===== src/rtl/rwst_pkg.sv =====
// Shared constants, operation and status codes, and storage control type for the slot table.
package rwst_pkg;

  localparam int FUNC_W   = 3;
  localparam int SEQ_W    = 32;
  localparam int PAY_W    = 64;
  localparam int STATUS_W = 2;
  localparam int CNT_W    = 7;
  localparam int CFG_W    = 7;

  localparam logic [FUNC_W-1:0] FUNC_ADD    = 3'd0;
  localparam logic [FUNC_W-1:0] FUNC_REMOVE = 3'd1;
  localparam logic [FUNC_W-1:0] FUNC_ACK    = 3'd2;
  localparam logic [FUNC_W-1:0] FUNC_LOOKUP = 3'd3;
  localparam logic [FUNC_W-1:0] FUNC_CLEAR  = 3'd4;

  localparam logic [STATUS_W-1:0] STAT_OK        = 2'd0;
  localparam logic [STATUS_W-1:0] STAT_FULL      = 2'd1;
  localparam logic [STATUS_W-1:0] STAT_NOT_FOUND = 2'd2;

  localparam logic [CFG_W-1:0] ACTIVE_RESET = 7'd8;

  typedef struct packed {
    logic wr_en;
    logic rd_en;
  } mem_ctl_t;

endpackage


===== src/rtl/rwst_slot_store.sv =====
// Sequence and descriptor storage for the slots, one write and one registered read per cycle.
module rwst_slot_store #(
  parameter int SLOTS = 8
) (
  input  logic                          clk,
  input  rwst_pkg::mem_ctl_t            ctl,
  input  logic [((SLOTS > 1) ? $clog2(SLOTS) : 1)-1:0] wr_addr,
  input  logic [rwst_pkg::SEQ_W-1:0]    wr_seq,
  input  logic [rwst_pkg::PAY_W-1:0]    wr_payload,
  input  logic [((SLOTS > 1) ? $clog2(SLOTS) : 1)-1:0] rd_addr,
  output logic [rwst_pkg::SEQ_W-1:0]    rd_seq,
  output logic [rwst_pkg::PAY_W-1:0]    rd_payload
);

  logic [rwst_pkg::SEQ_W-1:0] seq_mem [SLOTS];
  logic [rwst_pkg::PAY_W-1:0] pay_mem [SLOTS];
  logic [rwst_pkg::SEQ_W-1:0] rd_seq_r;
  logic [rwst_pkg::PAY_W-1:0] rd_payload_r;

  always_ff @(posedge clk) begin
    if (ctl.wr_en) begin
      seq_mem[wr_addr] <= wr_seq;
      pay_mem[wr_addr] <= wr_payload;
    end
    if (ctl.rd_en) begin
      rd_seq_r     <= seq_mem[rd_addr];
      rd_payload_r <= pay_mem[rd_addr];
    end
  end

  assign rd_seq     = rd_seq_r;
  assign rd_payload = rd_payload_r;

endmodule


===== src/rtl/retransmit_window_slot_table.sv =====
// Retransmission window slot table: add, remove, cumulative ack, lookup and clear over slots.
//
//   port group   direction  handshake              contents
//   in_*         input      in_valid / in_stall    func, seq_key, entry_payload
//   out_*        output     out_valid / out_stall  status, found, seq, payload, count, full
//   cfg_*        input      cfg_valid / cfg_ready  active slot count
//
// One item at a time. A scan reads one slot per cycle through the shared compare
// and the single storage read port, each compare following its read; add stops at
// the first free slot, remove and lookup at the first hit, ack scans every active
// slot, and clear or an unused code ends at once. in_stall is high from accept until
// the result is in the output register, which holds it while out_stall is high.
// Reset frees all slots at once and sets the active count to 8.
module retransmit_window_slot_table #(
  parameter int SLOTS = 8
) (
  input  logic                            clk,
  input  logic                            rst_n,
  input  logic                            cfg_valid,
  output logic                            cfg_ready,
  input  logic [rwst_pkg::CFG_W-1:0]      cfg_active_slots,
  input  logic                            in_valid,
  output logic                            in_stall,
  input  logic [rwst_pkg::FUNC_W-1:0]     in_func,
  input  logic [rwst_pkg::SEQ_W-1:0]      in_seq_key,
  input  logic [rwst_pkg::PAY_W-1:0]      in_entry_payload,
  output logic                            out_valid,
  input  logic                            out_stall,
  output logic [rwst_pkg::STATUS_W-1:0]   out_status,
  output logic                            out_found,
  output logic [rwst_pkg::SEQ_W-1:0]      out_seq,
  output logic [rwst_pkg::PAY_W-1:0]      out_payload,
  output logic [rwst_pkg::CNT_W-1:0]      out_removed_count,
  output logic                            out_window_full
);

  localparam int IW = (SLOTS > 1) ? $clog2(SLOTS) : 1;
  localparam int CW = $clog2(SLOTS + 1);

  typedef enum logic [2:0] {
    S_IDLE = 3'b001,
    S_SCAN = 3'b010,
    S_FIN  = 3'b100
  } state_t;

  state_t                          state_r, state_nxt;
  logic [rwst_pkg::CFG_W-1:0]      active_r;
  logic [SLOTS-1:0]                occ_r, occ_nxt;
  logic [CW-1:0]                   rd_cnt_r, rd_cnt_nxt;
  logic                            cmp_vld_r, cmp_vld_nxt;
  logic [IW-1:0]                   cmp_idx_r, cmp_idx_nxt;

  logic [rwst_pkg::FUNC_W-1:0]     func_r;
  logic [rwst_pkg::SEQ_W-1:0]      key_r;
  logic [rwst_pkg::PAY_W-1:0]      pay_r;

  logic [rwst_pkg::STATUS_W-1:0]   res_status_r, res_status_nxt;
  logic                            res_found_r, res_found_nxt;
  logic [rwst_pkg::SEQ_W-1:0]      res_seq_r, res_seq_nxt;
  logic [rwst_pkg::PAY_W-1:0]      res_pay_r, res_pay_nxt;
  logic [rwst_pkg::CNT_W-1:0]      res_cnt_r, res_cnt_nxt;

  logic                            out_valid_r;
  logic [rwst_pkg::STATUS_W-1:0]   out_status_r;
  logic                            out_found_r;
  logic [rwst_pkg::SEQ_W-1:0]      out_seq_r;
  logic [rwst_pkg::PAY_W-1:0]      out_pay_r;
  logic [rwst_pkg::CNT_W-1:0]      out_cnt_r;
  logic                            out_full_r;

  logic                            in_accept;
  logic                            out_load;
  logic [CW-1:0]                   live_n;
  logic [SLOTS-1:0]                act_mask;
  logic                            full_now;
  logic                            slot_busy;
  logic                            key_eq;
  logic                            key_le;
  logic                            scan_end;
  logic                            done;

  rwst_pkg::mem_ctl_t              mem_ctl;
  logic [rwst_pkg::SEQ_W-1:0]      rd_seq;
  logic [rwst_pkg::PAY_W-1:0]      rd_payload;

  rwst_slot_store #(
    .SLOTS(SLOTS)
  ) u_store (
    .clk        (clk),
    .ctl        (mem_ctl),
    .wr_addr    (cmp_idx_r),
    .wr_seq     (key_r),
    .wr_payload (pay_r),
    .rd_addr    (rd_cnt_r[IW-1:0]),
    .rd_seq     (rd_seq),
    .rd_payload (rd_payload)
  );

  assign cfg_ready = 1'b1;
  assign in_stall  = (state_r != S_IDLE);
  assign in_accept = in_valid && (state_r == S_IDLE);

  // Out-of-range counts are clamped; the register keeps the bits written.
  always_comb begin
    if (active_r == '0) begin
      live_n = CW'(1);
    end else if (active_r > rwst_pkg::CFG_W'(SLOTS)) begin
      live_n = CW'(SLOTS);
    end else begin
      live_n = active_r[CW-1:0];
    end
  end

  always_comb begin
    for (int i = 0; i < SLOTS; i++) begin
      act_mask[i] = (CW'(i) < live_n);
    end
  end

  assign full_now  = &(occ_r | ~act_mask);
  assign slot_busy = occ_r[cmp_idx_r];
  assign key_eq    = (rd_seq == key_r);
  assign key_le    = (rd_seq <= key_r);
  // Every active slot has been read and compared without the scan stopping early.
  assign scan_end  = !cmp_vld_r && (rd_cnt_r == live_n);

  always_comb begin
    state_nxt      = state_r;
    occ_nxt        = occ_r;
    rd_cnt_nxt     = rd_cnt_r;
    cmp_vld_nxt    = cmp_vld_r;
    cmp_idx_nxt    = cmp_idx_r;
    res_status_nxt = res_status_r;
    res_found_nxt  = res_found_r;
    res_seq_nxt    = res_seq_r;
    res_pay_nxt    = res_pay_r;
    res_cnt_nxt    = res_cnt_r;
    mem_ctl        = '0;
    out_load       = 1'b0;
    done           = 1'b0;
    case (state_r)
      S_IDLE: begin
        if (in_valid) begin
          rd_cnt_nxt     = '0;
          cmp_vld_nxt    = 1'b0;
          res_status_nxt = rwst_pkg::STAT_OK;
          res_found_nxt  = 1'b0;
          res_seq_nxt    = '0;
          res_pay_nxt    = '0;
          res_cnt_nxt    = '0;
          state_nxt      = S_SCAN;
        end
      end
      S_SCAN: begin
        // Read stage: fetch the next active slot; its compare happens next cycle.
        if (rd_cnt_r < live_n) begin
          mem_ctl.rd_en = 1'b1;
          rd_cnt_nxt    = rd_cnt_r + CW'(1);
          cmp_vld_nxt   = 1'b1;
          cmp_idx_nxt   = rd_cnt_r[IW-1:0];
        end else begin
          cmp_vld_nxt   = 1'b0;
        end
        case (func_r)
          rwst_pkg::FUNC_ADD: begin
            if (cmp_vld_r && !slot_busy) begin
              // A zero sequence writes the descriptor but leaves the slot free.
              mem_ctl.wr_en       = 1'b1;
              occ_nxt[cmp_idx_r]  = (key_r != '0);
              done                = 1'b1;
            end else if (scan_end) begin
              res_status_nxt = rwst_pkg::STAT_FULL;
              done           = 1'b1;
            end
          end
          rwst_pkg::FUNC_REMOVE: begin
            if (cmp_vld_r && slot_busy && key_eq) begin
              occ_nxt[cmp_idx_r] = 1'b0;
              done               = 1'b1;
            end else if (scan_end) begin
              res_status_nxt = rwst_pkg::STAT_NOT_FOUND;
              done           = 1'b1;
            end
          end
          rwst_pkg::FUNC_LOOKUP: begin
            if (cmp_vld_r && slot_busy && key_eq) begin
              res_found_nxt = 1'b1;
              res_seq_nxt   = rd_seq;
              res_pay_nxt   = rd_payload;
              done          = 1'b1;
            end else if (scan_end) begin
              res_status_nxt = rwst_pkg::STAT_NOT_FOUND;
              done           = 1'b1;
            end
          end
          rwst_pkg::FUNC_ACK: begin
            if (cmp_vld_r && slot_busy && key_le) begin
              occ_nxt[cmp_idx_r] = 1'b0;
              res_cnt_nxt        = res_cnt_r + rwst_pkg::CNT_W'(1);
            end
            if (scan_end) begin
              done = 1'b1;
            end
          end
          rwst_pkg::FUNC_CLEAR: begin
            occ_nxt = '0;
            done    = 1'b1;
          end
          default: begin
            done = 1'b1;
          end
        endcase
        if (done) begin
          state_nxt = S_FIN;
        end
      end
      S_FIN: begin
        if (!out_valid_r || !out_stall) begin
          out_load  = 1'b1;
          state_nxt = S_IDLE;
        end
      end
      default: begin
        state_nxt = S_IDLE;
      end
    endcase
  end

  always_ff @(posedge clk) begin
    if (!rst_n) begin
      state_r     <= S_IDLE;
      active_r    <= rwst_pkg::ACTIVE_RESET;
      occ_r       <= '0;
      rd_cnt_r    <= '0;
      cmp_vld_r   <= 1'b0;
      out_valid_r <= 1'b0;
    end else begin
      state_r   <= state_nxt;
      occ_r     <= occ_nxt;
      rd_cnt_r  <= rd_cnt_nxt;
      cmp_vld_r <= cmp_vld_nxt;
      if (cfg_valid && cfg_ready) begin
        active_r <= cfg_active_slots;
      end
      if (out_load) begin
        out_valid_r <= 1'b1;
      end else if (!out_stall) begin
        out_valid_r <= 1'b0;
      end
    end
  end

  always_ff @(posedge clk) begin
    cmp_idx_r    <= cmp_idx_nxt;
    res_status_r <= res_status_nxt;
    res_found_r  <= res_found_nxt;
    res_seq_r    <= res_seq_nxt;
    res_pay_r    <= res_pay_nxt;
    res_cnt_r    <= res_cnt_nxt;
    if (in_accept) begin
      func_r <= in_func;
      key_r  <= in_seq_key;
      pay_r  <= in_entry_payload;
    end
    if (out_load) begin
      out_status_r <= res_status_r;
      out_found_r  <= res_found_r;
      out_seq_r    <= res_seq_r;
      out_pay_r    <= res_pay_r;
      out_cnt_r    <= res_cnt_r;
      out_full_r   <= full_now;
    end
  end

  assign out_valid         = out_valid_r;
  assign out_status        = out_status_r;
  assign out_found         = out_found_r;
  assign out_seq           = out_seq_r;
  assign out_payload       = out_pay_r;
  assign out_removed_count = out_cnt_r;
  assign out_window_full   = out_full_r;

endmodule


===== config.mk =====
export PLATFORM = sky130hd
export DESIGN_NAME = retransmit_window_slot_table
export DESIGN_NICKNAME = d
export VERILOG_FILES = /design/src/rtl/rwst_pkg.sv /design/src/rtl/rwst_slot_store.sv /design/src/rtl/retransmit_window_slot_table.sv
export SDC_FILE = /design/constraint.sdc
export NUM_CORES = 1
export LEC_CHECK = 0
export ABC_AREA = 0
export BUFFER_PORTS_ARGS = -buffer_cell sky130_fd_sc_hd__buf_2
export CAP_MARGIN = 20
export CORE_UTILIZATION = 45
export CTS_BUF_LIST = sky130_fd_sc_hd__clkbuf_8
export CTS_CLUSTER_SIZE = 16
export DETAILED_ROUTE_END_ITERATION = 12
export PLACE_DENSITY = 0.67
export SKIP_LAST_GASP = 1
export SYNTH_ARGS = -nofsm -noshare
export SYNTH_HDL_FRONTEND = slang
export SYNTH_HIERARCHICAL = 1
export SYNTH_SLANG_ARGS = --single-unit

===== constraint.sdc =====
create_clock -name clk -period 23 [get_ports clk]
set_clock_uncertainty 0.1 [all_clocks]
set_input_delay 0 -clock clk [delete_from_list [all_inputs] [get_ports clk]]
set_output_delay 0 -clock clk [all_outputs]
set_load 0.005 [all_outputs]

* After elaboration in Yosys (flattened, before gate mapping)
Memories as Yosys holds them, arrays and structs flattened. A register that Yosys moved wholly into a read port is not among the register bits.
Index checks and enable logic that the tools add are counted.
W data, S select, Z words.
** Operators by class
- Add/sub/neg operators :: 2
- Multipliers :: 0
- Div/mod/pow operators :: 0
- Order comparisons :: 13
- Equal/unequal tests :: 27
- Shifts and indexed selects :: 0
- Mux-type cells :: 57
- Bitwise logic cells :: 4
- Reductions and logical operators :: 27
** Operators with widths (number)
- $mux W64 :: 3
- $pmux W64 S2 :: 1
- $mux W32 :: 3
- $pmux W32 S2 :: 1
- $eq A32 B32 Y1 :: 1
- $le A32 B32 Y1 :: 1
- $pmux W8 S4 :: 1
- $reduce_bool A32 Y1 :: 1
- $mux W8 :: 3
- $mux W7 :: 3
- $mux W1 :: 18
- $ne A2 B2 Y1 const B :: 9
- $lt A3 B4 Y1 const A :: 4
- $mux W4 :: 4
- $not A8 Y8 :: 2
- $pmux W7 S2 :: 1
- $mux W2 :: 6
- $ne A3 B3 Y1 const B :: 4
- $eq A3 B2 Y1 const B :: 3
- $mux W3 :: 3
- $pmux W3 S3 :: 1
- $and A8 B8 Y8 :: 1
- $bwmux W8 :: 1
- $lt A1 B4 Y1 const A :: 2
- other kinds (34) :: 53
** Storage, ports and cells
- Flip-flop bits (word level) :: 339
- Bits in latches :: 0
- Bits in writable memories :: 768
- Bits in read-only memories :: 0
- Bits of input ports :: 111
- Output and inout bits :: 110
- Word-level logic and storage cells :: 153
- Memories :: 2
** Memory list
- u_store.pay_mem :: words 8, bits a word 64, read ports 1, clocked after Yosys merged registers in 1, write ports 1, line rwst_slot_store.sv:16 : logic [rwst_pkg::PAY_W-1:0] pay_mem [SLOTS];
- u_store.seq_mem :: words 8, bits a word 32, read ports 1, clocked after Yosys merged registers in 1, write ports 1, line rwst_slot_store.sv:15 : logic [rwst_pkg::SEQ_W-1:0] seq_mem [SLOTS];

* Depth between registers and ports, before layout
- Depth after elaboration :: 11
- Mapped depth :: 11
- Depth with buffers taken out :: 11

* Cells and area by module
The synthesis kept the hierarchy.
** Modules (own cells, without submodules)
- rwst_slot_store :: times used 1, cells each 1219, area an instance 31766.7 µm², sequential area each 25944.9 µm²
- retransmit_window_slot_table :: times used 1, cells each 800, area an instance 12816.0 µm², sequential area each 9939.5 µm²

* Least setup slack after synthesis
OpenSTA, ideal clock, no wires.
- Kind :: flip-flop to flip-flop
- Start point :: register cmp_idx_r[0]
- End point :: memory u_store/pay_mem[0][0] (netlist bit) (enable)
- Library setup time :: 668 ps
- Data arrival time :: 8189 ps
- Required time :: 22232 ps
- Path slack :: 14042 ps
- Stages on the path, launching flop included :: 7
- Path buffers :: 0
- Period minus slack after synthesis :: 8958 ps
- Path through :: edfxtp_1 mux4_1 mux2i_1 nand3_1 nor3_1 nand2b_1 nor3_1
** RTL lines
- from (decl) :: line retransmit_window_slot_table.sv:51 : logic [IW-1:0] cmp_idx_r, cmp_idx_nxt;
- from (signal assigned) :: line retransmit_window_slot_table.sv:254 : cmp_idx_r <= cmp_idx_nxt;
- to (decl) :: line rwst_slot_store.sv:16

==> reports/metrics.cfg <==
[run_status]
status = completed

[timing]
relSlewSlack = 0.239
rsz0062_at_grt = false
period_minus_slack_ps = 4770
hold_ws_ps = 271
post-route-period-util = 0.207
fmax_mhz = 210
hold_violations = 0
maxSlewViolCount = 0
finalWorstSetupSlack_ps = 18230
fin_tns_setup_ps = 0
setup_viol = 0
worst_pin_slew_ps = 1140

[logic_synthesis]
syn_area_sq_um = 44600
syn_nets = 2168
ys_seq_area_frac = 0.805
yosys.cell_types.count = 50
synth_cells = 2019
yosysWarnings = 6
avgSynthCellArea_sq_um = 22.1
synth_edf_count = 1179
synth-main-ff-cell = edfxtp_1
synth_seq_cells = 1203
async_reset_ff_frac = 0

[final_layout]
synthToLayoutAreaGrowth_pct = 18.9
drive_gt1_frac = 0.288
final_cell_mix = edfxtp_1 (1,179), dlygate4sd3_1 (233), buf_2 (219)
nets = 2756
final_common_cell = edfxtp_1

[floorplan]
start_util = 0.454
fp.dieArea_sq_um = 100000
core_sq_um = 98300
rows = 115
die_w_microns = 317
fp.dieH_microns = 317
ioPinCount = 221

[setup_path]
critPathCapture = u_store/pay_mem[0][47]$_DFFE_PP_
worstSetupStartpoint = state_r[2]$_SDFFE_PN0P_
endpoint_kind = flop
rrSetupSlack_ps = 18230
reg2reg_to = u_store/pay_mem[0][47]$_DFFE_PP_
path_class = reg2reg
cp-start-kind = flop
required_ps = 23320
worstReg2RegStart = state_r[2]$_SDFFE_PN0P_
critPathMaxFanout = 83
r2r_cells = 9
crit_arrival_ps = 5090

[placement]
gp_congestion = 0.806
dp_hpwl_mm = 52.5
detailedPlace.worstSlack_ps = 17650
io_buffer_count = 219

[clock_network]
cts_resized = 0
clock_path_buffers = 3
clock-root-buffer = clkbuf_8
cts_setup_buffers = 0
htree_levels = 4
clock_sinks = 1203
tritoncts = built
clk_pin_slew_ps = 60
clk_latency_ps = 840
numCtsBuffers = 187

[grt]
grt_max_degree = 102
first_global_vias = 23100
grt_pass1_wl_mm = 143
grt_overflow_total = 0
antenna_found_initial = 1
grt.total_usage = 0.195

[detailed_routing]
wl_mm = 96.1
wire_per_inst_microns = 23.8
antenna_left = 0
route.detailed.drc = 0
vias = 21800
drt-initial-drc-count = 1939
via_per_inst = 5.40
firstDrtPassIters = 8

[power_and_ir_drop]
finalPower_mw = 4.24
ir_worst_vdd_uv = 52.2
p_leak_nw = 17.9
p_per_area_nw_per_um2 = 80.0

[hold_path]
hold_class = in2reg

[run]
maxCapViolations = 0

==> worst max-delay path, cell delays in order (launching register included) <==
cell and delay, ps:
dfxtp_1 360, nor2_4 110, buf_4 240, buf_16 330, nand2_1 600, nor3_1 490, nand2b_1 290, nor3_2 170
buf_4 720, buf_4 890
==> state kept, by name, indices dropped and copies added, names as in the netlist, 32 cells and up, named ones only <==
register,cells
res_seq_r,32
u_store/pay_mem,512
res_pay_r,64
u_store/seq_mem,256
out_seq,32
out_payload,64
u_store/rd_seq,32
u_store/rd_payload,64
key_r,32
pay_r,64
==> cells by family after synthesis <==
| group | synth area share |
|---|---|
| other | 0.0000841 |
| muxes | 0.125 |
| xor gates and xnor gates | 0.00138 |
| buffers and inverters | 0.0149 |
| and+or+nand+nor | 0.0296 |
| AOI/OAI and AO/OA | 0.0132 |
| adders and majority gates | 0.0107 |
| DFF | 0.805 |
==> synth_stat cells, drive strengths merged, types with 6 or more instances <==
cell type	count	area, sq um
nor2	53	199
a31oi	6	37.5
nand2b	6	37.5
nand4	13	81.3
mux2	96	1080
inv	44	165
mux2i	13	130
and3	100	626
o21ai	21	105
nor4	10	62.6
clkbuf	47	176
mux4	194	4380
nand3	12	77.6
ha	38	475
dfxtp	24	480
o31ai	8	60.1
edfxtp	1179	35400
a21oi	43	253
nand2	26	97.6
buf	41	322
nor3	8	45.0
a211oi	6	50.1
==> worst min path at each step <==
stage	startpoint	end	slack (ps)	depth (start not counted)
after floorplan	in_func[0]	func_r[0]$_DFFE_PP_	-1	0
after global placement	in_entry_payload[58]	pay_r[58]$_DFFE_PP_	80	1
after detailed placement	in_entry_payload[62]	pay_r[62]$_DFFE_PP_	80	1
after CTS	in_valid	state_r[1]$_SDFFE_PN0P_	150	4
after global routing	in_entry_payload[19]	pay_r[19]$_DFFE_PP_	240	3
final	in_valid	state_r[1]$_SDFFE_PN0P_	270	4
==> through the flow <==
step | instance area, sq um | cells | util
3_3_place_gp | 47100 | 3468 | 0.480
5_1_grt | 53000 | 4041 | 0.539
3_5_place_dp | 47100 | 3468 | 0.480
4_1_cts | 52900 | 4036 | 0.538
6_report | 53000 | 4041 | 0.539
2_1_floorplan | 44600 | 2019 | -
==> report_power, final <==
part / switching (mW) / internal (mW)
registers: 0.0392 / 2.45
logic: 0.0625 / 0.0563
clock network: 0.805 / 0.828
total: 0.906 / 3.33
==> per-layer routing <==
| metal | vias up | part of all wire | global-route usage |
|---|---|---|---|
| li1 | 9512 | - | - |
| met1 | 11400 | 0.43 | 0.270 |
| met2 | 789 | 0.49 | 0.316 |
| met3 | 136 | 0.060 | 0.0375 |
| met4 | 0 | 0.020 | 0.0600 |
| met5 | - | 0 | 0 |
==> layout make-up <==
| type | instances | area, sq um |
|---|---|---|
| clock inverters | 145 | 800 |
| clock buffers | 190 | 2620 |
| well taps | 1287 | 1610 |
| repair buffers | 487 | 3770 |
| multi-input cells | 684 | 8130 |
| fillers | 7475 | 45300 |
| diodes | 1 | 2.50 |
| inverters | 44 | 170 |
| flip-flops and latches | 1203 | 35900 |
==> repair_timing <==
item / 4_1_cts / 5_1_grt
setup endpoints to repair: 0 / 0
hold buffers: 233 / 0
hold endpoints to repair: 200 / 0
Note: power is estimated with default switching activity, not from simulation.
